### src/design/cws_pkg.sv
// Package: shared constants and types for the coincidence window sorter.
`default_nettype none
package cws_pkg;
   localparam int TIME_BITS_DEF   = 48;
   localparam int ENERGY_BITS_DEF = 16;
   localparam int INDEX_BITS_DEF  = 32;
   localparam int WINDOW_BITS     = 20;
   localparam logic [WINDOW_BITS-1:0] WINDOW_RESET = 20'd400;
   localparam int QUEUE_DEPTH     = 4;
   localparam logic [1:0] TOP_KEPT = 2'd2;

   typedef enum logic {
      CMD_SINGLE = 1'b0,
      CMD_FLUSH  = 1'b1
   } cws_cmd_type;

   // per-beat control passed from front to back
   typedef struct packed {
      logic close_win;
      logic add_single;
   } cws_ctl_type;
endpackage
`default_nettype wire

### src/design/cws_intf.sv
// Interfaces: request and response channels of the coincidence window sorter.
`default_nettype none
interface cws_req_if #(
   parameter int TIME_BITS   = 48,
   parameter int ENERGY_BITS = 16
);
   logic                   valid;
   logic                   ready;
   logic                   command;
   logic [TIME_BITS-1:0]   timestamp;
   logic [ENERGY_BITS-1:0] energy;

   modport source (output valid, command, timestamp, energy, input ready);
   modport sink   (input valid, command, timestamp, energy, output ready);
endinterface

interface cws_rsp_if #(
   parameter int INDEX_BITS = 32
);
   logic                  valid;
   logic                  ready;
   logic [INDEX_BITS-1:0] first_index;
   logic [INDEX_BITS-1:0] second_index;

   modport source (output valid, first_index, second_index, input ready);
   modport sink   (input valid, first_index, second_index, output ready);
endinterface
`default_nettype wire

### src/design/cws_queue.sv
// Small flip-flop FIFO between the front and back parts.
`default_nettype none
module cws_queue #(
   parameter int WIDTH = 8,
   parameter int DEPTH = 4
) (
   input  wire logic             clock,
   input  wire logic             reset,
   input  wire logic             push,
   input  wire logic [WIDTH-1:0] push_data,
   input  wire logic             pop,
   output logic [WIDTH-1:0]      head_data,
   output logic                  full,
   output logic                  empty
);
   localparam int PTR_W = (DEPTH > 1) ? $clog2(DEPTH) : 1;
   localparam int CNT_W = $clog2(DEPTH + 1);

   logic [WIDTH-1:0] mem_ff [DEPTH];
   logic [PTR_W-1:0] wr_ptr_ff, wr_ptr_in, rd_ptr_ff, rd_ptr_in;
   logic [CNT_W-1:0] count_ff, count_in;
   logic             do_push, do_pop;

   assign full      = (count_ff == CNT_W'(DEPTH));
   assign empty     = (count_ff == '0);
   assign do_push   = push && !full;
   assign do_pop    = pop && !empty;
   assign head_data = mem_ff[rd_ptr_ff];

   always_comb begin
      wr_ptr_in = wr_ptr_ff;
      rd_ptr_in = rd_ptr_ff;
      count_in  = count_ff;
      if (do_push) begin
         wr_ptr_in = (wr_ptr_ff == PTR_W'(DEPTH - 1)) ? '0 : wr_ptr_ff + 1'b1;
      end
      if (do_pop) begin
         rd_ptr_in = (rd_ptr_ff == PTR_W'(DEPTH - 1)) ? '0 : rd_ptr_ff + 1'b1;
      end
      if (do_push && !do_pop) begin
         count_in = count_ff + 1'b1;
      end else if (do_pop && !do_push) begin
         count_in = count_ff - 1'b1;
      end
   end

   always_ff @(posedge clock) begin
      if (reset) begin
         wr_ptr_ff <= '0;
         rd_ptr_ff <= '0;
         count_ff  <= '0;
      end else begin
         wr_ptr_ff <= wr_ptr_in;
         rd_ptr_ff <= rd_ptr_in;
         count_ff  <= count_in;
      end
   end

   always_ff @(posedge clock) begin
      if (do_push) begin
         mem_ff[wr_ptr_ff] <= push_data;
      end
   end
endmodule
`default_nettype wire

### src/design/cws_front.sv
// Front part: accepts beats, numbers singles, decides window closes.
`default_nettype none
module cws_front #(
   parameter int TIME_BITS   = cws_pkg::TIME_BITS_DEF,
   parameter int ENERGY_BITS = cws_pkg::ENERGY_BITS_DEF,
   parameter int INDEX_BITS  = cws_pkg::INDEX_BITS_DEF
) (
   input  wire logic                          clock,
   input  wire logic                          reset,
   cws_req_if.sink                            req_if,
   input  wire logic                          csr_we,
   input  wire logic [cws_pkg::WINDOW_BITS-1:0] csr_wdata,
   input  wire logic                          q_full,
   output logic                               q_push,
   output cws_pkg::cws_ctl_type               q_ctl,
   output logic [INDEX_BITS-1:0]              q_index,
   output logic [ENERGY_BITS-1:0]             q_energy
);
   import cws_pkg::*;

   localparam int CMP_W = (TIME_BITS > WINDOW_BITS) ? TIME_BITS : WINDOW_BITS;

   logic [WINDOW_BITS-1:0] window_ff, window_in;
   logic [TIME_BITS-1:0]   start_ff, start_in;
   logic                   open_ff, open_in;
   logic [INDEX_BITS-1:0]  seq_ff, seq_in;
   logic [CMP_W-1:0]       ts_x, start_x, dist_x;
   logic                   accept, is_flush, expired;

   assign req_if.ready = !q_full;
   assign accept       = req_if.valid && !q_full;
   assign is_flush     = (req_if.command == CMD_FLUSH);

   assign ts_x    = CMP_W'(req_if.timestamp);
   assign start_x = CMP_W'(start_ff);
   assign dist_x  = ts_x - start_x;
   assign expired = !open_ff || ((ts_x >= start_x) && (dist_x >= CMP_W'(window_ff)));

   always_comb begin
      window_in = csr_we ? csr_wdata : window_ff;
      start_in  = start_ff;
      open_in   = open_ff;
      seq_in    = seq_ff;
      if (accept) begin
         if (is_flush) begin
            open_in = 1'b0;
         end else begin
            seq_in = seq_ff + 1'b1;
            if (expired) begin
               open_in  = 1'b1;
               start_in = req_if.timestamp;
            end
         end
      end
   end

   assign q_push           = accept;
   assign q_ctl.close_win  = is_flush || expired;
   assign q_ctl.add_single = !is_flush;
   assign q_index          = seq_ff;
   assign q_energy         = req_if.energy;

   always_ff @(posedge clock) begin
      if (reset) begin
         window_ff <= WINDOW_RESET;
         start_ff  <= '0;
         open_ff   <= 1'b0;
         seq_ff    <= '0;
      end else begin
         window_ff <= window_in;
         start_ff  <= start_in;
         open_ff   <= open_in;
         seq_ff    <= seq_in;
      end
   end
endmodule
`default_nettype wire

### src/design/cws_back.sv
// Back part: keeps the running top two and emits a pair when a window with two or more singles closes.
`default_nettype none
module cws_back #(
   parameter int ENERGY_BITS = cws_pkg::ENERGY_BITS_DEF,
   parameter int INDEX_BITS  = cws_pkg::INDEX_BITS_DEF
) (
   input  wire logic                   clock,
   input  wire logic                   reset,
   input  wire logic                   q_empty,
   input  wire cws_pkg::cws_ctl_type   q_ctl,
   input  wire logic [INDEX_BITS-1:0]  q_index,
   input  wire logic [ENERGY_BITS-1:0] q_energy,
   output logic                        q_pop,
   cws_rsp_if.source                   rsp_if
);
   import cws_pkg::*;

   logic [1:0]             count_ff, count_in, count_eff;
   logic [INDEX_BITS-1:0]  best_idx_ff, best_idx_in, run_idx_ff, run_idx_in;
   logic [ENERGY_BITS-1:0] best_en_ff, best_en_in, run_en_ff, run_en_in;
   logic [ENERGY_BITS-1:0] best_en_eff, run_en_eff;
   logic [INDEX_BITS-1:0]  first_ff, first_in, second_ff, second_in;
   logic                   rsp_valid_ff, rsp_valid_in;
   logic                   emit, out_free;

   assign out_free = !rsp_valid_ff || rsp_if.ready;
   assign emit     = q_ctl.close_win && (count_ff == TOP_KEPT);
   assign q_pop    = !q_empty && (!emit || out_free);

   always_comb begin
      count_eff   = q_ctl.close_win ? 2'd0 : count_ff;
      best_en_eff = q_ctl.close_win ? '0 : best_en_ff;
      run_en_eff  = q_ctl.close_win ? '0 : run_en_ff;
      count_in    = count_ff;
      best_idx_in = best_idx_ff;
      best_en_in  = best_en_ff;
      run_idx_in  = run_idx_ff;
      run_en_in   = run_en_ff;
      if (q_pop) begin
         count_in    = count_eff;
         best_en_in  = best_en_eff;
         run_en_in   = run_en_eff;
         if (q_ctl.close_win) begin
            best_idx_in = '0;
            run_idx_in  = '0;
         end
         if (q_ctl.add_single) begin
            if (count_eff == 2'd0) begin
               best_idx_in = q_index;
               best_en_in  = q_energy;
               count_in    = 2'd1;
            end else if (q_energy > best_en_eff) begin
               run_idx_in  = best_idx_ff;
               run_en_in   = best_en_eff;
               best_idx_in = q_index;
               best_en_in  = q_energy;
               count_in    = TOP_KEPT;
            end else if (count_eff < TOP_KEPT || q_energy > run_en_eff) begin
               run_idx_in = q_index;
               run_en_in  = q_energy;
               count_in   = TOP_KEPT;
            end
         end
      end
   end

   always_comb begin
      rsp_valid_in = rsp_valid_ff && !rsp_if.ready;
      first_in     = first_ff;
      second_in    = second_ff;
      if (q_pop && emit) begin
         rsp_valid_in = 1'b1;
         first_in     = best_idx_ff;
         second_in    = run_idx_ff;
      end
   end

   assign rsp_if.valid        = rsp_valid_ff;
   assign rsp_if.first_index  = first_ff;
   assign rsp_if.second_index = second_ff;

   always_ff @(posedge clock) begin
      if (reset) begin
         count_ff     <= 2'd0;
         best_idx_ff  <= '0;
         best_en_ff   <= '0;
         run_idx_ff   <= '0;
         run_en_ff    <= '0;
         rsp_valid_ff <= 1'b0;
      end else begin
         count_ff     <= count_in;
         best_idx_ff  <= best_idx_in;
         best_en_ff   <= best_en_in;
         run_idx_ff   <= run_idx_in;
         run_en_ff    <= run_en_in;
         rsp_valid_ff <= rsp_valid_in;
      end
   end

   always_ff @(posedge clock) begin
      first_ff  <= first_in;
      second_ff <= second_in;
   end
endmodule
`default_nettype wire

### src/design/coincidence_window_sorter.sv
// Top level: coincidence window sorter, front part, beat queue and back part.
// Throughput: one beat per cycle on req_if while the queue is not full.
// Path: the beat that closes a window is written into the queue; when the back pops it,
//   the pair is registered in the back's output register and raised on rsp_if.
// Reset: synchronous, active high; clears window, sequence and queue state,
//   sets the window width register to 400 ticks.
`default_nettype none
module coincidence_window_sorter #(
   parameter int TIME_BITS   = cws_pkg::TIME_BITS_DEF,
   parameter int ENERGY_BITS = cws_pkg::ENERGY_BITS_DEF,
   parameter int INDEX_BITS  = cws_pkg::INDEX_BITS_DEF
) (
   input  wire logic                            clock,
   input  wire logic                            reset,
   cws_req_if.sink                              req_if,
   cws_rsp_if.source                            rsp_if,
   input  wire logic                            csr_we,
   input  wire logic [cws_pkg::WINDOW_BITS-1:0] csr_wdata
);
   import cws_pkg::*;

   localparam int CTL_W   = $bits(cws_ctl_type);
   localparam int ENTRY_W = CTL_W + INDEX_BITS + ENERGY_BITS;

   cws_ctl_type            f_ctl, b_ctl;
   logic [INDEX_BITS-1:0]  f_index, b_index;
   logic [ENERGY_BITS-1:0] f_energy, b_energy;
   logic                   q_push, q_pop, q_full, q_empty;
   logic [ENTRY_W-1:0]     q_head;

   cws_front #(
      .TIME_BITS  (TIME_BITS),
      .ENERGY_BITS(ENERGY_BITS),
      .INDEX_BITS (INDEX_BITS)
   ) u_front (
      .clock    (clock),
      .reset    (reset),
      .req_if   (req_if),
      .csr_we   (csr_we),
      .csr_wdata(csr_wdata),
      .q_full   (q_full),
      .q_push   (q_push),
      .q_ctl    (f_ctl),
      .q_index  (f_index),
      .q_energy (f_energy)
   );

   cws_queue #(
      .WIDTH(ENTRY_W),
      .DEPTH(QUEUE_DEPTH)
   ) u_queue (
      .clock    (clock),
      .reset    (reset),
      .push     (q_push),
      .push_data({f_ctl, f_index, f_energy}),
      .pop      (q_pop),
      .head_data(q_head),
      .full     (q_full),
      .empty    (q_empty)
   );

   assign b_ctl    = cws_ctl_type'(q_head[ENTRY_W-1 -: CTL_W]);
   assign b_index  = q_head[ENERGY_BITS +: INDEX_BITS];
   assign b_energy = q_head[ENERGY_BITS-1:0];

   cws_back #(
      .ENERGY_BITS(ENERGY_BITS),
      .INDEX_BITS (INDEX_BITS)
   ) u_back (
      .clock   (clock),
      .reset   (reset),
      .q_empty (q_empty),
      .q_ctl   (b_ctl),
      .q_index (b_index),
      .q_energy(b_energy),
      .q_pop   (q_pop),
      .rsp_if  (rsp_if)
   );

   a_no_overflow: assert property (@(posedge clock) disable iff (reset)
      !(q_push && q_full))
      else $error("beat pushed into full queue");

   a_no_underflow: assert property (@(posedge clock) disable iff (reset)
      !(q_pop && q_empty))
      else $error("pop from empty queue");

   a_rsp_from_pop: assert property (@(posedge clock) disable iff (reset)
      $rose(rsp_if.valid) |-> $past(q_pop))
      else $error("result raised without a queue pop");
endmodule
`default_nettype wire

### src/flat_wrapper.sv
// flat-port wrapper written by rule: the top's interface ports become plain ports
module coincidence_window_sorter_flat import cws_pkg::*;
#(
   parameter int TIME_BITS   = cws_pkg::TIME_BITS_DEF,
   parameter int ENERGY_BITS = cws_pkg::ENERGY_BITS_DEF,
   parameter int INDEX_BITS  = cws_pkg::INDEX_BITS_DEF
)
  (clock, reset, csr_we, csr_wdata, req_if_valid, req_if_command, req_if_timestamp, req_if_energy, req_if_ready, rsp_if_valid, rsp_if_first_index, rsp_if_second_index, rsp_if_ready);
  cws_req_if #(.TIME_BITS(TIME_BITS), .ENERGY_BITS(ENERGY_BITS)) req_if_i ();
  cws_rsp_if #(.INDEX_BITS(INDEX_BITS)) rsp_if_i ();
  input  wire logic clock;
  input  wire logic reset;
  input  wire logic csr_we;
  input  wire logic [cws_pkg::WINDOW_BITS-1:0] csr_wdata;
  input wire logic [$bits(req_if_i.valid)-1:0] req_if_valid;
  input wire logic [$bits(req_if_i.command)-1:0] req_if_command;
  input wire logic [$bits(req_if_i.timestamp)-1:0] req_if_timestamp;
  input wire logic [$bits(req_if_i.energy)-1:0] req_if_energy;
  output wire logic [$bits(req_if_i.ready)-1:0] req_if_ready;
  output wire logic [$bits(rsp_if_i.valid)-1:0] rsp_if_valid;
  output wire logic [$bits(rsp_if_i.first_index)-1:0] rsp_if_first_index;
  output wire logic [$bits(rsp_if_i.second_index)-1:0] rsp_if_second_index;
  input wire logic [$bits(rsp_if_i.ready)-1:0] rsp_if_ready;
  assign req_if_i.valid = req_if_valid;
  assign req_if_i.command = req_if_command;
  assign req_if_i.timestamp = req_if_timestamp;
  assign req_if_i.energy = req_if_energy;
  assign req_if_ready = req_if_i.ready;
  assign rsp_if_valid = rsp_if_i.valid;
  assign rsp_if_first_index = rsp_if_i.first_index;
  assign rsp_if_second_index = rsp_if_i.second_index;
  assign rsp_if_i.ready = rsp_if_ready;
  coincidence_window_sorter #(.TIME_BITS(TIME_BITS), .ENERGY_BITS(ENERGY_BITS), .INDEX_BITS(INDEX_BITS)) u_core (.clock(clock), .reset(reset), .req_if(req_if_i), .rsp_if(rsp_if_i), .csr_we(csr_we), .csr_wdata(csr_wdata));
endmodule
### config.mk
export PLATFORM = sky130hd
export DESIGN_NAME = coincidence_window_sorter_flat
export DESIGN_NICKNAME = d
export VERILOG_FILES = /design/src/design/cws_pkg.sv /design/src/design/cws_intf.sv /design/src/design/cws_queue.sv /design/src/design/cws_front.sv /design/src/design/cws_back.sv /design/src/design/coincidence_window_sorter.sv /design/src/flat_wrapper.sv
export SDC_FILE = /design/constraint.sdc
export NUM_CORES = 1
export LEC_CHECK = 0
export ABC_CLOCK_PERIOD_IN_PS = 9100
export BUFFER_PORTS_ARGS = -buffer_cell sky130_fd_sc_hd__buf_2
export CORE_ASPECT_RATIO = 1.5
export CORE_UTILIZATION = 40
export DETAILED_ROUTE_END_ITERATION = 8
export PLACE_DENSITY = 0.53
export SLEW_MARGIN = 20
export SYNTH_ARGS = -nofsm -noshare
export SYNTH_HDL_FRONTEND = slang
export SYNTH_SLANG_ARGS = --single-unit
### constraint.sdc
create_clock -name clock -period 9.1 [get_ports clock]
set_input_delay 2.73 -clock clock [delete_from_list [all_inputs] [get_ports clock]]
set_output_delay 2.73 -clock clock [all_outputs]
set_load 0.01 [all_outputs]
# == Word-level counts from Yosys, hierarchy flattened ==
# Memory sizes are Yosys's and may differ from the RTL's. A register that Yosys moved wholly into a read port is not among the register bits.
# Index checks and enable logic that the tools add are counted.
# word_totals
rom_bits,0
ramBits,200
latch_bits,0
memories,1
input_bits,90
reg_bits,271
elab_cells,97
output_inout_bits,66
# mem_list
name,depth,width,rd,rd_clocked_by_memory_dff,write_ports,line,rtl
u_core.u_queue.mem_ff,4,50,1,1,1,cws_queue.sv:19,logic [WIDTH-1:0] mem_ff [DEPTH];
# op_classes
n_reduce_logical,31
magnitude_cmp,5
n_div,0
n_bitwise,1
n_mul,0
mux,34
eq_ne,4
add_sub_neg,6
shifts,0
# op_table
cell,count
$mux 32,9
$mux 16,9
$ge 48x20->1,1
$ge 48x48->1,1
$sub 48x48->48,1
$add 32x1->32 const B,1
$gt 16x16->1,2
$mux 2,9
$logic_and 1x1->1,10
$logic_not 1->1,9
$eq 2x2->1 const B,3
$mux 3,2
$logic_or 1x1->1,5
$mux 1,5
$add 2x1->2 const B,2
$reduce_and 2->1,2
$reduce_bool 2->1,2
$add 3x1->3 const B,1
$eq 3x3->1 const B,1
$logic_not 3->1,1
$reduce_and 3->1,1
$sub 3x1->3 const B,1
$logic_not 2->1,1
$lt 2x2->1 const B,1
$not 1->1,1

# == Logic depth before layout (Yosys ltp) ==
# Gate-level depths: netlist (run 1).
# depth
word_depth,9
mapped_depth,25
mapped_depth_nobuf,22

# == Cells and area by module ==
# From an unflattened synthesis (run 1), not the netlist that was laid out.
# hier_totals
hier_cells,1927
area_unflattened_um2,22452.8
# by_module_without_submodules
module,seq_area_each_um2,cells_each,area_per_inst_um2,n_inst
cws_front,2021.9,1089,8167.8,1
cws_queue,6185.9,312,7697.4,1
cws_back,3903.7,526,6587.6,1

# == Worst setup path before layout (run 1) ==
# Ideal clock, no wire load.
# synth_timing
path_kind,in2reg
startpoint,input req_if_timestamp[0]
endpoint,register u_core.u_front.start_ff[27]
stages,23
required_time_ps,8981
setup_ps,119
t_arrival_ps,6438
path_slack_ps,2543
path_buffers,2
path_cell_list,inv_1 ha_1 inv_1 fa_1 a21o_1 a221o_1 a22oi_2 nand2b_1 xor2_1 ha_1 nand4_1 nor4_1 a2bb2oi_1 o2111ai_1 nor3_1 nand2_1 nor4b_1 nand4_1 nor4_4 nor4_2 buf_6 buf_8 mux2i_1
# synth_between
elab_chain_len,5
word_cells_on_any_way,6
cone_classes,1 x add/sub; 2 x order compare; 3 x reduce/logical
# synth_lines
item,line,rtl
from (decl),flat_wrapper.sv:17,input wire logic [$bits(req_if_i.timestamp)-1:0] req_if_timestamp;
$sub 48x48->48,cws_front.sv:36,assign dist_x = ts_x - start_x;
$ge 48x20->1,cws_front.sv:37,assign expired = !open_ff || ((ts_x >= start_x) && (dist_x >= CMP_W'(window_ff)));
$logic_and 1x1->1 (*),cws_front.sv:37,
$logic_or 1x1->1 (*),cws_front.sv:37,
$reduce_and 3->1 (no source line) (*),n/a,
to (signal assigned),cws_front.sv:71,start_ff <= start_in;
to (decl),cws_front.sv:24,"logic [TIME_BITS-1:0] start_ff, start_in;"
# Mark *: on every way between the ends. The rest lies on a longest branch, timed or not.
# A chain may end at the register's enable or synchronous reset.

# == Worst setup path after layout (run 1) ==
# layout_timing
startpoint,input req_if_timestamp[2]
endpoint,register u_core.u_front.start_ff[42]
# Same word-level chain as after synthesis.

==> results.md, run 1 <==
* Hold path cells at 0
* DIE AREA at 56700 um^2
* Post-CTS Hold Buffers at 0
* R2R cell count at 16
* Most common cell in the netlist: edfxtp_1
* Worst min-delay path class: reg2reg
* FF-to-FF End: u_core.u_back.best_idx_ff[2]
* DR top layer: met5
* Vias in the first global route at 15900
* Clk root buf: clkbuf_16
* Reg2reg setup slack at 3.67 ns
* Clock-pin transition on the worst setup and hold timing paths at 0.06 ns
* Ys async rst share at 0%
* Die width at 195 um
* ANT nets after route at 0
* Final hold vios at 0
* Number of synthesis warnings at 0
* Worst Setup End Kind: flop
* Cells after synthesis at between 1500 and 2000
* Tot GR Track Use at about 20%
* Critical Setup Path Class: in2reg
* First-pass GRT wire length at about 89000 um
* Ratio of cells with drive above 1 in the final layout at 15.6%
* Post-synthesis sequential area ratio at 54.4%
* Final #Nets at 2296
* I/O Pins at ~160
* Routed wl met2 at 29500 um
* Final core utilization at 46.0%
* Vias/cell at 5.46
* Crit path required time at roughly 9.5 ns
* CP arrival at between 7 and 8 ns
* Most area-consuming cells after synthesis: edfxtp_1 36%, dfxtp_1 19%, ha_1 6.0%, mux4_2 5.0%, nand2_1 4.3%
* Clock latency on the worst-skew pair at around 0.60 ns
* Crit path to: u_core.u_front.start_ff[42]
* Gr ovfl total at 0
* Slew @ Worst Pin at 1.09 ns
* Port buffer count at 155
* CP Launch Type: input port
* Hold WS at approximately 0.43 ns
* Post-synth top cells: 264 x edfxtp_1, 258 x nand2_1, 209 x dfxtp_1
* Flops & latches, synth at 473
* # clock sinks at 473
* Vias at 15500
* Synth Area per Inst at between 10 and 15 um^2
* GP Congestion at 0.935
* Largest family of logic cells by synthesized area: compound AO/OA/AOI/OAI gates
* Initial Util at 40.6%
* First-pass iteration count of the detailed router at 5
* Syn nets at 2181
* # DRC at 0
* Num CTS Buffers at 46
* RSZ-0062 raised after global routing: false
* Area leader, netlist: edfxtp_1
* Final worst path period share at roughly 77%
* Clk_skew at 0.0187 ns
* Layout area overhead at 13.3%
* Final setup violation count at 0
* Pwr dens at 254 nW/um^2
* Final max-slew violation count at 0
* Largest net degree at the start of global routing at 95
* Post-Synth XOR/XNOR Area at 2.36%
* Fmax at 143 MHz
* Post_cts resized at 0
* Routed wire length on met3 at 2010 um
* Yosys top cell area share at 35.6%
* CTS Buffer Depth at 3
* Ys flop type: edfxtp_1
* Post-synthesis adder-cell area fraction at 6.19%
* Cell variety after synth at 79
* WL/cell at 20.0 um
* EDFF count, synth at 264
* Synth Area in Compound Gates at 13.2%
* Worst rel slew slack at between 20% and 30%
* Final Critical Period at 7.02 ns
* Row count at 105
* Outcome: finished, final reports clean
* DRT Wirelength at about 57000 um
* Post-CTS setup repair buffer count at 0
* Leakage at 0.00921 uW
* Post-Syn Area at 22300 um^2
* Core Region at 54900 um^2
* DRT iter0 DRCs at about 760
* Antenna violations before repair at 3
* Post-DP HPWL at about 40000 um
* Maxcap violations at 0
* Chip Height at 291 um
* Mux cell area share after synthesis at 8.83%
* H-tree depth at 2
* CTS tree: yes
* CP Launch Point: req_if_timestamp[2]
* CP max FO at 48
* Setup TNS Final at 0 ns
* M1 wire length at approximately 23000 um
* Simple-gate share of the synthesized area at between 10% and 20%
* Max VDD drop at roughly 0.16 mV
==> how the worst min path moves through the flow <==
stage	endpoint	slack [ns]	startpoint
after floorplan	u_core.u_back.rsp_if.second_index[0]	0.41	u_core.u_back.run_idx_ff[0]
after global placement	u_core.u_back.rsp_if.second_index[30]	0.42	u_core.u_back.run_idx_ff[30]
after detailed placement	u_core.u_back.rsp_if.second_index[30]	0.42	u_core.u_back.run_idx_ff[30]
after CTS	u_core.u_back.rsp_if.second_index[2]	0.43	u_core.u_back.run_idx_ff[2]
after global routing	u_core.u_back.rsp_if.second_index[2]	0.44	u_core.u_back.run_idx_ff[2]
final	u_core.u_back.rsp_if.second_index[5]	0.43	u_core.u_back.run_idx_ff[5]
==> logic make-up after synthesis <==
kind of cell,count (synthesis)
muxes,135
AOI/OAI and AO/OA,437
DFF,473
adders and majority gates,109
xor gates and xnor gates,60
buffers and inverters,210
and+or+nand+nor,558
==> worst max-delay path, cell delays in order <==
cell       delay [ns]
buf_2            0.11
ha_1             0.38
a21oi_1          0.17
o21ai_1          0.13
a31oi_1          0.50
o21ai_0          0.25
a21oi_1          0.28
nor3_1           0.09
nor2_1           0.12
xnor2_1          0.14
ha_1             0.28
nand4_1          0.14
nor4_1           0.09
a2bb2oi_1        0.16
o2111ai_1        0.12
nor3_1           0.15
nand2_1          0.07
nor4b_1          0.31
nand4_1          0.19
nor4_4           0.35
nor4_4           0.05
buf_4            0.38
mux2i_1          0.22
==> per-stage QoR <==
stage	setup WS (ns)	instance area, um^2	cells	total power (uW)
2_1_floorplan	2.54	22300	1982	3920
3_3_place_gp	1.62	23700	2743	4460
3_5_place_dp	1.53	23700	2743	4490
4_1_cts	2.16	25200	2829	6500
5_1_grt	1.84	25200	2831	6780
6_report	2.08	25200	2831	6420
==> cell usage in the layout (no fill, tap or decap), types with 8 or more instances in the layout <==
master | synthesis | routed
nand3_1 | 26 | 26
inv_1 | 106 | 104
o21ai_1 | 16 | 16
o21a_1 | 15 | 15
o2bb2ai_1 | 10 | 10
o211ai_1 | 12 | 12
mux2i_1 | 84 | 84
nand2b_1 | 11 | 11
o221ai_1 | 8 | 8
and2_1 | 10 | 10
clkbuf_16 | 0 | 46
nand2_1 | 258 | 258
or3_1 | 8 | 8
a22oi_1 | 22 | 22
a32oi_1 | 15 | 15
a21oi_1 | 103 | 102
nor3_1 | 21 | 21
edfxtp_1 | 264 | 264
a22o_1 | 48 | 48
xor2_1 | 37 | 37
mux4_2 | 49 | 49
nor4_1 | 9 | 9
ha_1 | 107 | 107
dfxtp_1 | 209 | 207
o21ai_0 | 86 | 85
buf_2 | 7 | 155
buf_4 | 2 | 15
xnor2_1 | 23 | 23
nor2_1 | 133 | 131
a211oi_1 | 11 | 10
clkinv_2 | 0 | 10
nand4_1 | 35 | 35
a31oi_1 | 14 | 14
clkbuf_1 | 80 | 8
a21o_1 | 32 | 32
and3_1 | 14 | 10
==> cell type report <==
type	instances	area, um^2
antenna	1	2.50
clock buffer	56	1210
clock inverter	30	357
fill	5158	29700
inverter	106	398
multi-input combinational	1299	9390
sequential	473	12100
tap	695	870
timing repair buffer	171	903
==> registers in the layout, summed over array words and instances, names as in the netlist, 20 cells and up, named ones only <==
name                               flops
u_core.u_back.rsp_if.first_index      32
u_core.u_front.start_ff               48
u_core.u_front.window_ff              20
u_core.u_queue.mem_ff                200
u_core.u_back.rsp_if.second_index     32
u_core.u_back.run_idx_ff              32
u_core.u_front.q_index                32
u_core.u_back.best_idx_ff             32
==> metal layers <==
| metal | GRT usage [%] | up-vias |
|---|---|---|
| met2 | 37.3 | 336 |
| met1 | 22.5 | 7491 |
| met3 | 2.92 | 109 |
| met4 | 8.69 | 4 |
| met5 | 0 | - |
| li1 | - | 7529 |
==> power by group <==
group	switching (uW)	internal, uW
sequential	156	2480
clock	855	1130
combinational	1100	704
total	2110	4310
Note: power is estimated with default switching activity, not from simulation.
==> run 2: changes to the inputs <==
--- a/config.mk
+++ b/config.mk
@@ -5,12 +5,12 @@
 export SDC_FILE = /design/constraint.sdc
 export NUM_CORES = 1
 export LEC_CHECK = 0
-export ABC_CLOCK_PERIOD_IN_PS = 9100
+export ABC_CLOCK_PERIOD_IN_PS = 6100
 export BUFFER_PORTS_ARGS = -buffer_cell sky130_fd_sc_hd__buf_2
 export CORE_ASPECT_RATIO = 1.5
 export CORE_UTILIZATION = 40
 export DETAILED_ROUTE_END_ITERATION = 8
-export PLACE_DENSITY = 0.53
+export PLACE_DENSITY = 0.55
 export SLEW_MARGIN = 20
 export SYNTH_ARGS = -nofsm -noshare
 export SYNTH_HDL_FRONTEND = slang
==> constraint.sdc (replaced) <==
create_clock -name clock -period 6.1 [get_ports clock]
set_input_delay 1.83 -clock clock [delete_from_list [all_inputs] [get_ports clock]]
set_output_delay 1.83 -clock clock [all_outputs]
set_load 0.01 [all_outputs]
==> run 2 against run 1 <==
Net effect: combinational power increased by 53%; utilization increased by 0.72 points; power increased by 50%; clock skew decreased by 0.0099 ns; sequential share of layout area decreased by 0.74 points; clock power increased by 49%; critical path type unchanged; non-clock buffer count increased by 50; first-iteration DRC count decreased by 8.8%.
==> results.md, run 2 (same netlist as run 1, synthesis figures left out) <==
* Vias at 15700
* Critical Setup Path Class: in2reg
* Commonest non-fill, non-tap cell in the layout: edfxtp_1
* First-pass GRT wire length at around 90000 um
* Top flop regs: u_core.u_queue.mem_ff x200, u_core.u_front.start_ff x48
* Gr ovfl total at 0
* Largest register FFs at 200
* Initial Util at ~40%
* First-pass iteration count of the detailed router at 5
* Pwr dens at about 380 nW/um^2
* Final setup violation count at 0
* Final Critical Period at roughly 5.6 ns
* Post-DP HPWL at 40500 um
* Ratio of cells with drive above 1 in the final layout at between 15 and 20%
* Final worst path period share at 91.3%
* FF-to-FF End: u_core.u_back.run_idx_ff[29]
* Die width at ~200 um
* Post-CTS setup repair buffer count at 0
* Slew @ Worst Pin at 1.08 ns
* ANT nets after route at 0
* Vias/cell at 5.46
* CP Launch Type: input port
* Commonest cells after routing, fill and taps aside: 264 x edfxtp_1, 258 x nand2_1, 207 x dfxtp_1
* Pwr Total at 9620 uW
* Worst min-delay path class: reg2reg
* Largest register by flop count: u_core.u_queue.mem_ff
* Final hold vios at 0
* Clock-pin transition on the worst setup and hold timing paths at 0.06 ns
* Crit path required time at 6.60 ns
* Clock latency on the worst-skew pair at 0.58 ns
* Post-CTS Hold Buffers at 0
* Post_cts resized at 0
* Hold Path End: u_core.u_back.rsp_if.second_index[19]
* Chip Height at between 200 and 300 um
* Final max-slew violation count at 0
* Hold path cells at 0
* Max VDD drop at 0.209 mV
* Filler Cell Count at 5048
* DIE AREA at about 57000 um^2
* Cell family with most CP delay: simple AND/OR/NAND/NOR gates
* Worst rel slew slack at 28.3%
* I/O Pins at 156
* GP Congestion at just over 0.9
* Layout area overhead at 15.1%
* Reg2reg setup slack at 1.42 ns
* CP bufs+invs at 4
* Row count at 105
* Clk_skew at 0.00887 ns
* CP arrival at 6.07 ns
* Core Region at 54900 um^2
* RSZ-0062 raised after global routing: false
* CP cell instances: buf_2, inv_1, ha_1, inv_1, fa_1, a21o_1, a221o_1, a22oi_2, nand2b_1, xor2_1, ha_1, nand4_1, nor4_1, a2bb2oi_1, o2111ai_1, nor3_1, nand2_1, nor4b_1, nand4_1, nor4_4, nor4_4, buf_12, mux2i_1
* Antenna violations before repair at 2
* Leakage at 0.00946 uW
* CP Launch Point: req_if_timestamp[0]
* Hold_sp: u_core.u_back.run_idx_ff[19]
* Setup TNS Final at 0 ns
* DRT Wirelength at 56000 um
* CTS tree: yes
* Num CTS Buffers at 45
* Fmax at 179 MHz
* DRT iter0 DRCs at 695
* # DRC at 0
* Largest net degree at the start of global routing at 101
* Port buffer count at ~160
* CP max FO at 25
* Tot GR Track Use at between 10% and 20%
* R2R cell count at 16
* Maxcap violations at 0
* Critical path's slowest cell: a221o_1
* Worst Setup End Kind: flop
* Max incr delay on CP at approximately 0.42 ns
* CTS Buffer Depth at 3
* Outcome: finished, final reports clean
* Clk root buf: clkbuf_16
* H-tree depth at 2
* Final #Nets at 2345
* Vias in the first global route at about 16000
* # clock sinks at between 400 and 500
* DP Cell Count at 2794
* Finished Layout Cells at around 2900
* WL/cell at 19.4 um
==> run 2: routing by layer <==
metal	vias to the layer above	track usage (%)	part of all wire [%]
met5	-	0	0
met4	0	10.4	5.2
met3	139	2.70	3.5
met2	368	36.6	51
met1	7578	22.2	40
li1	7627	-	-
==> run 2: where the power goes <==
group          internal [uW]  total, uW  switching [uW]  leakage [uW]
clock                   1720       2960            1240      0.000772
sequential              3690       3900             213       0.00410
combinational           1110       2760            1650       0.00459
==> run 2: cell type report <==
cell class | instances | area [um^2] | share of cell area, %
antenna | 1 | 2.50 | 0.00976
tap | 695 | 870 | 3.39
sequential | 473 | 12100 | 47.3
multi-input combinational | 1299 | 9380 | 36.6
inverter | 106 | 398 | 1.55
clock buffer | 57 | 1240 | 4.85
clock inverter | 27 | 337 | 1.31
timing repair buffer | 221 | 1300 | 5.06
==> run 2: worst register-to-register path: cells and delay by family (launching register included) <==
family,cells,cell delay [ns]
flip-flops,1,0.73
buffers and inverters,2,0.73
AO/OA/AOI/OAI,10,1.65
adder cells (fa/ha/maj),1,0.31
AND/OR/NAND/NOR,3,1.18
==> run 2: per-stage QoR <==
stage	utilization, %	instance area [um^2]	worst slack [ns]	hold slack [ns]
floorplan	-	22300	0.443	0.408
global placement	43.8	24100	0.0621	0.418
detailed placement	43.8	24100	-0.0876	0.422
CTS	46.7	25600	0.531	0.437
global route	46.7	25600	0.170	0.447
finish	46.7	25600	0.528	0.435
==> run 2: worst max path at each step <==
stage | end | slack, ns | cells after the start
final | u_core.u_front.start_ff[36] | 0.53 | 23
after global routing | u_core.u_front.start_ff[39] | 0.17 | 23
after CTS | u_core.u_front.start_ff[39] | 0.53 | 23
after detailed placement | u_core.u_front.start_ff[41] | -0.09 | 23
after global placement | u_core.u_front.start_ff[41] | 0.06 | 23
after floorplan | u_core.u_front.start_ff[27] | 0.44 | 23
==> run 3: changes to the inputs <==
--- a/config.mk
+++ b/config.mk
@@ -11,6 +11,7 @@
 export CORE_UTILIZATION = 40
 export DETAILED_ROUTE_END_ITERATION = 8
 export PLACE_DENSITY = 0.55
+export REMOVE_ABC_BUFFERS = 1
 export SLEW_MARGIN = 20
 export SYNTH_ARGS = -nofsm -noshare
 export SYNTH_HDL_FRONTEND = slang
==> run 3 against run 2 <==
Net effect: power about the same; global-route usage grew 0.39 points; first-iteration DRC count up 4.7%; critical path depth unchanged; setup slack got worse by 0.023 ns; hold slack got worse by 0.0036 ns; sequential share of layout area about the same; count of clock-buffer cells in the layout is 3 higher; critical path type unchanged; largest power group unchanged.
==> results.md, run 3 (same netlist as run 1, synthesis figures left out) <==
* Worst min-delay path class: reg2reg
* Critical path's slowest cell: nor4_4
* Final #Nets at 2344
* Core Region at about 55000 um^2
* Met3 usage at 2.82%
* Pwr dens at roughly 380 nW/um^2
* Antenna violations before repair at 1
* Chip Height at 291 um
* Slew @ Worst Pin at 0.930 ns
* Largest register FFs at 200
* Post-DP HPWL at 40800 um
* Filler Cell Count at 5144
* Fmax at 179 MHz
* I/O Pins at 156
* Cell family with most CP delay: simple AND/OR/NAND/NOR gates
* CP cell instances: buf_2, ha_1, nand2_1, o21ai_1, a31oi_1, o21ai_0, a21oi_1, nor3_1, nor2_1, xnor2_1, ha_1, nand4_1, nor4_1, a2bb2oi_1, o2111ai_1, nor3_1, nand2_1, nor4b_1, nand4_1, nor4_4, nor4_4, buf_12, mux2i_1
* Initial Util at 40.6%
* Commonest non-fill, non-tap cell in the layout: edfxtp_1
* Clock-pin transition on the worst setup and hold timing paths at 0.06 ns
* Gr ovfl total at 0
* Finished Cell Area at 25600 um^2
* Final Critical Period at between 5 and 6 ns
* Antenna Diode Count at 0
* First-pass iteration count of the detailed router at 5
* Largest register by flop count: u_core.u_queue.mem_ff
* Hold WS at 0.431 ns
* Crit path required time at between 6 and 7 ns
* Grt met2 use at 38.7%
* Outcome: finished, final reports clean
* CTS tree: yes
* Num CTS Buffers at 46
* Clock latency on the worst-skew pair at a little under 0.6 ns
* Post-CTS Hold Buffers at 0
* # clock sinks at roughly 470
* Seq pwr share at between 40 and 50%
* Top Usage Layer GRT: met2
* DIE AREA at about 57000 um^2
* Final hold vios at 0
* Vias/cell at approximately 5.4
* Vias at 15600
* Ratio of cells with drive above 1 in the final layout at 17.3%
* NetSw at 3140 uW
* Layout area overhead at 15.0%
* WL/cell at 20.0 um
* CP max FO at 25
* Port buffer count at 155
* Post_cts resized at 0
* ANT nets after route at 0
* Largest net degree at the start of global routing at 88
* First-pass GRT wire length at 89800 um
* Placed inst area at 24100 um^2
* CTS Buffer Depth at 3
* Post-CTS setup repair buffer count at 0
* CP Launch Type: input port
* DRT iter0 DRCs at roughly 730
* Worst rel slew slack at 37.3%
* Clk_skew at 0.0187 ns
* Final setup violation count at 0
* Grt met1 use at 22.0%
* Max incr delay on CP at 0.45 ns
* CP bufs+invs at 2
* Commonest cells after routing, fill and taps aside: 264 x edfxtp_1, 258 x nand2_1, 207 x dfxtp_1
* Leakage at 0.00942 uW
* H-tree depth at 2
* CP arrival at 6.09 ns
* Final worst path period share at 91.7%
* Vias in the first global route at around 16000
* Critical Setup Path Class: in2reg
* RSZ-0062 raised after global routing: false
* Final max-slew violation count at 0
* Worst Setup End Kind: flop
* Row count at between 100 and 150
* Max VDD drop at 0.216 mV
* Clk root buf: clkbuf_16
* Tot GR Track Use at 20.3%
* # DRC at 0
* Combinational power share at 28.8%
* Sw Ratio at 32.6%
* DRT Wirelength at 57400 um
* GP Congestion at 0.909
* Maxcap violations at 0
* Die width at between 150 and 200 um
* Top flop regs: u_core.u_queue.mem_ff x200, u_core.u_front.start_ff x48
* Clock share of power at 30.4%
* Pint at 6470 uW
[run 3: cell type report]
cell class / instances / area, um^2 / area share, %
Multi-Input combinational cell: 1299 / 9390 / 36.7
Clock buffer: 60 / 1230 / 4.82
Clock inverter: 24 / 310 / 1.21
Inverter: 106 / 398 / 1.55
Timing Repair Buffer: 219 / 1290 / 5.05
Sequential cell: 473 / 12100 / 47.3
Tap cell: 695 / 870 / 3.39
[run 3: routing by layer]
metal | part of all wire [%] | up-vias
li1 | - | 7617
met1 | 39 | 7613
met2 | 54 | 297
met3 | 3.2 | 114
met4 | 4.4 | 2
met5 | 0.030 | -
[run 3: metrics by stage]
stage / TNS [ns] / std cells / utilization, % / setup slack, ns / total power (uW)
floorplan: -409.23 / 1878 / - / -3.36 / 5800
global placement: 0 / 2792 / 43.8 / 0.0423 / 6740
detailed placement: -0.946 / 2792 / 43.8 / -0.0717 / 6790
CTS: 0 / 2876 / 46.6 / 0.552 / 9740
global route: 0 / 2876 / 46.6 / 0.0844 / 10100
finish: 0 / 2876 / 46.6 / 0.505 / 9610
[run 3: final timing paths]
| path | depth (start not counted) | to | slack (ns) | start |
|---|---|---|---|---|
| hold reg to reg | 0 | u_core.u_back.rsp_if.second_index[3] | 0.43 | u_core.u_back.run_idx_ff[3] |
| setup / recovery | 23 | u_core.u_front.start_ff[5] | 0.51 | req_if_timestamp[2] |
| hold / removal | 0 | u_core.u_back.rsp_if.second_index[3] | 0.43 | u_core.u_back.run_idx_ff[3] |
| setup reg to reg | 16 | u_core.u_back.run_idx_ff[5] | 1.30 | flop |
[run 3: power groups by stage]
| stage | registers (uW) | logic, uW | clock network [uW] |
|---|---|---|---|
| floorplan | 3980 | 1820 | 0 |
| global placement | 3990 | 2750 | 0 |
| detailed placement | 4010 | 2780 | 0 |
| CTS | 3940 | 2790 | 3010 |
| global route | 3980 | 3050 | 3100 |
| finish | 3930 | 2760 | 2920 |
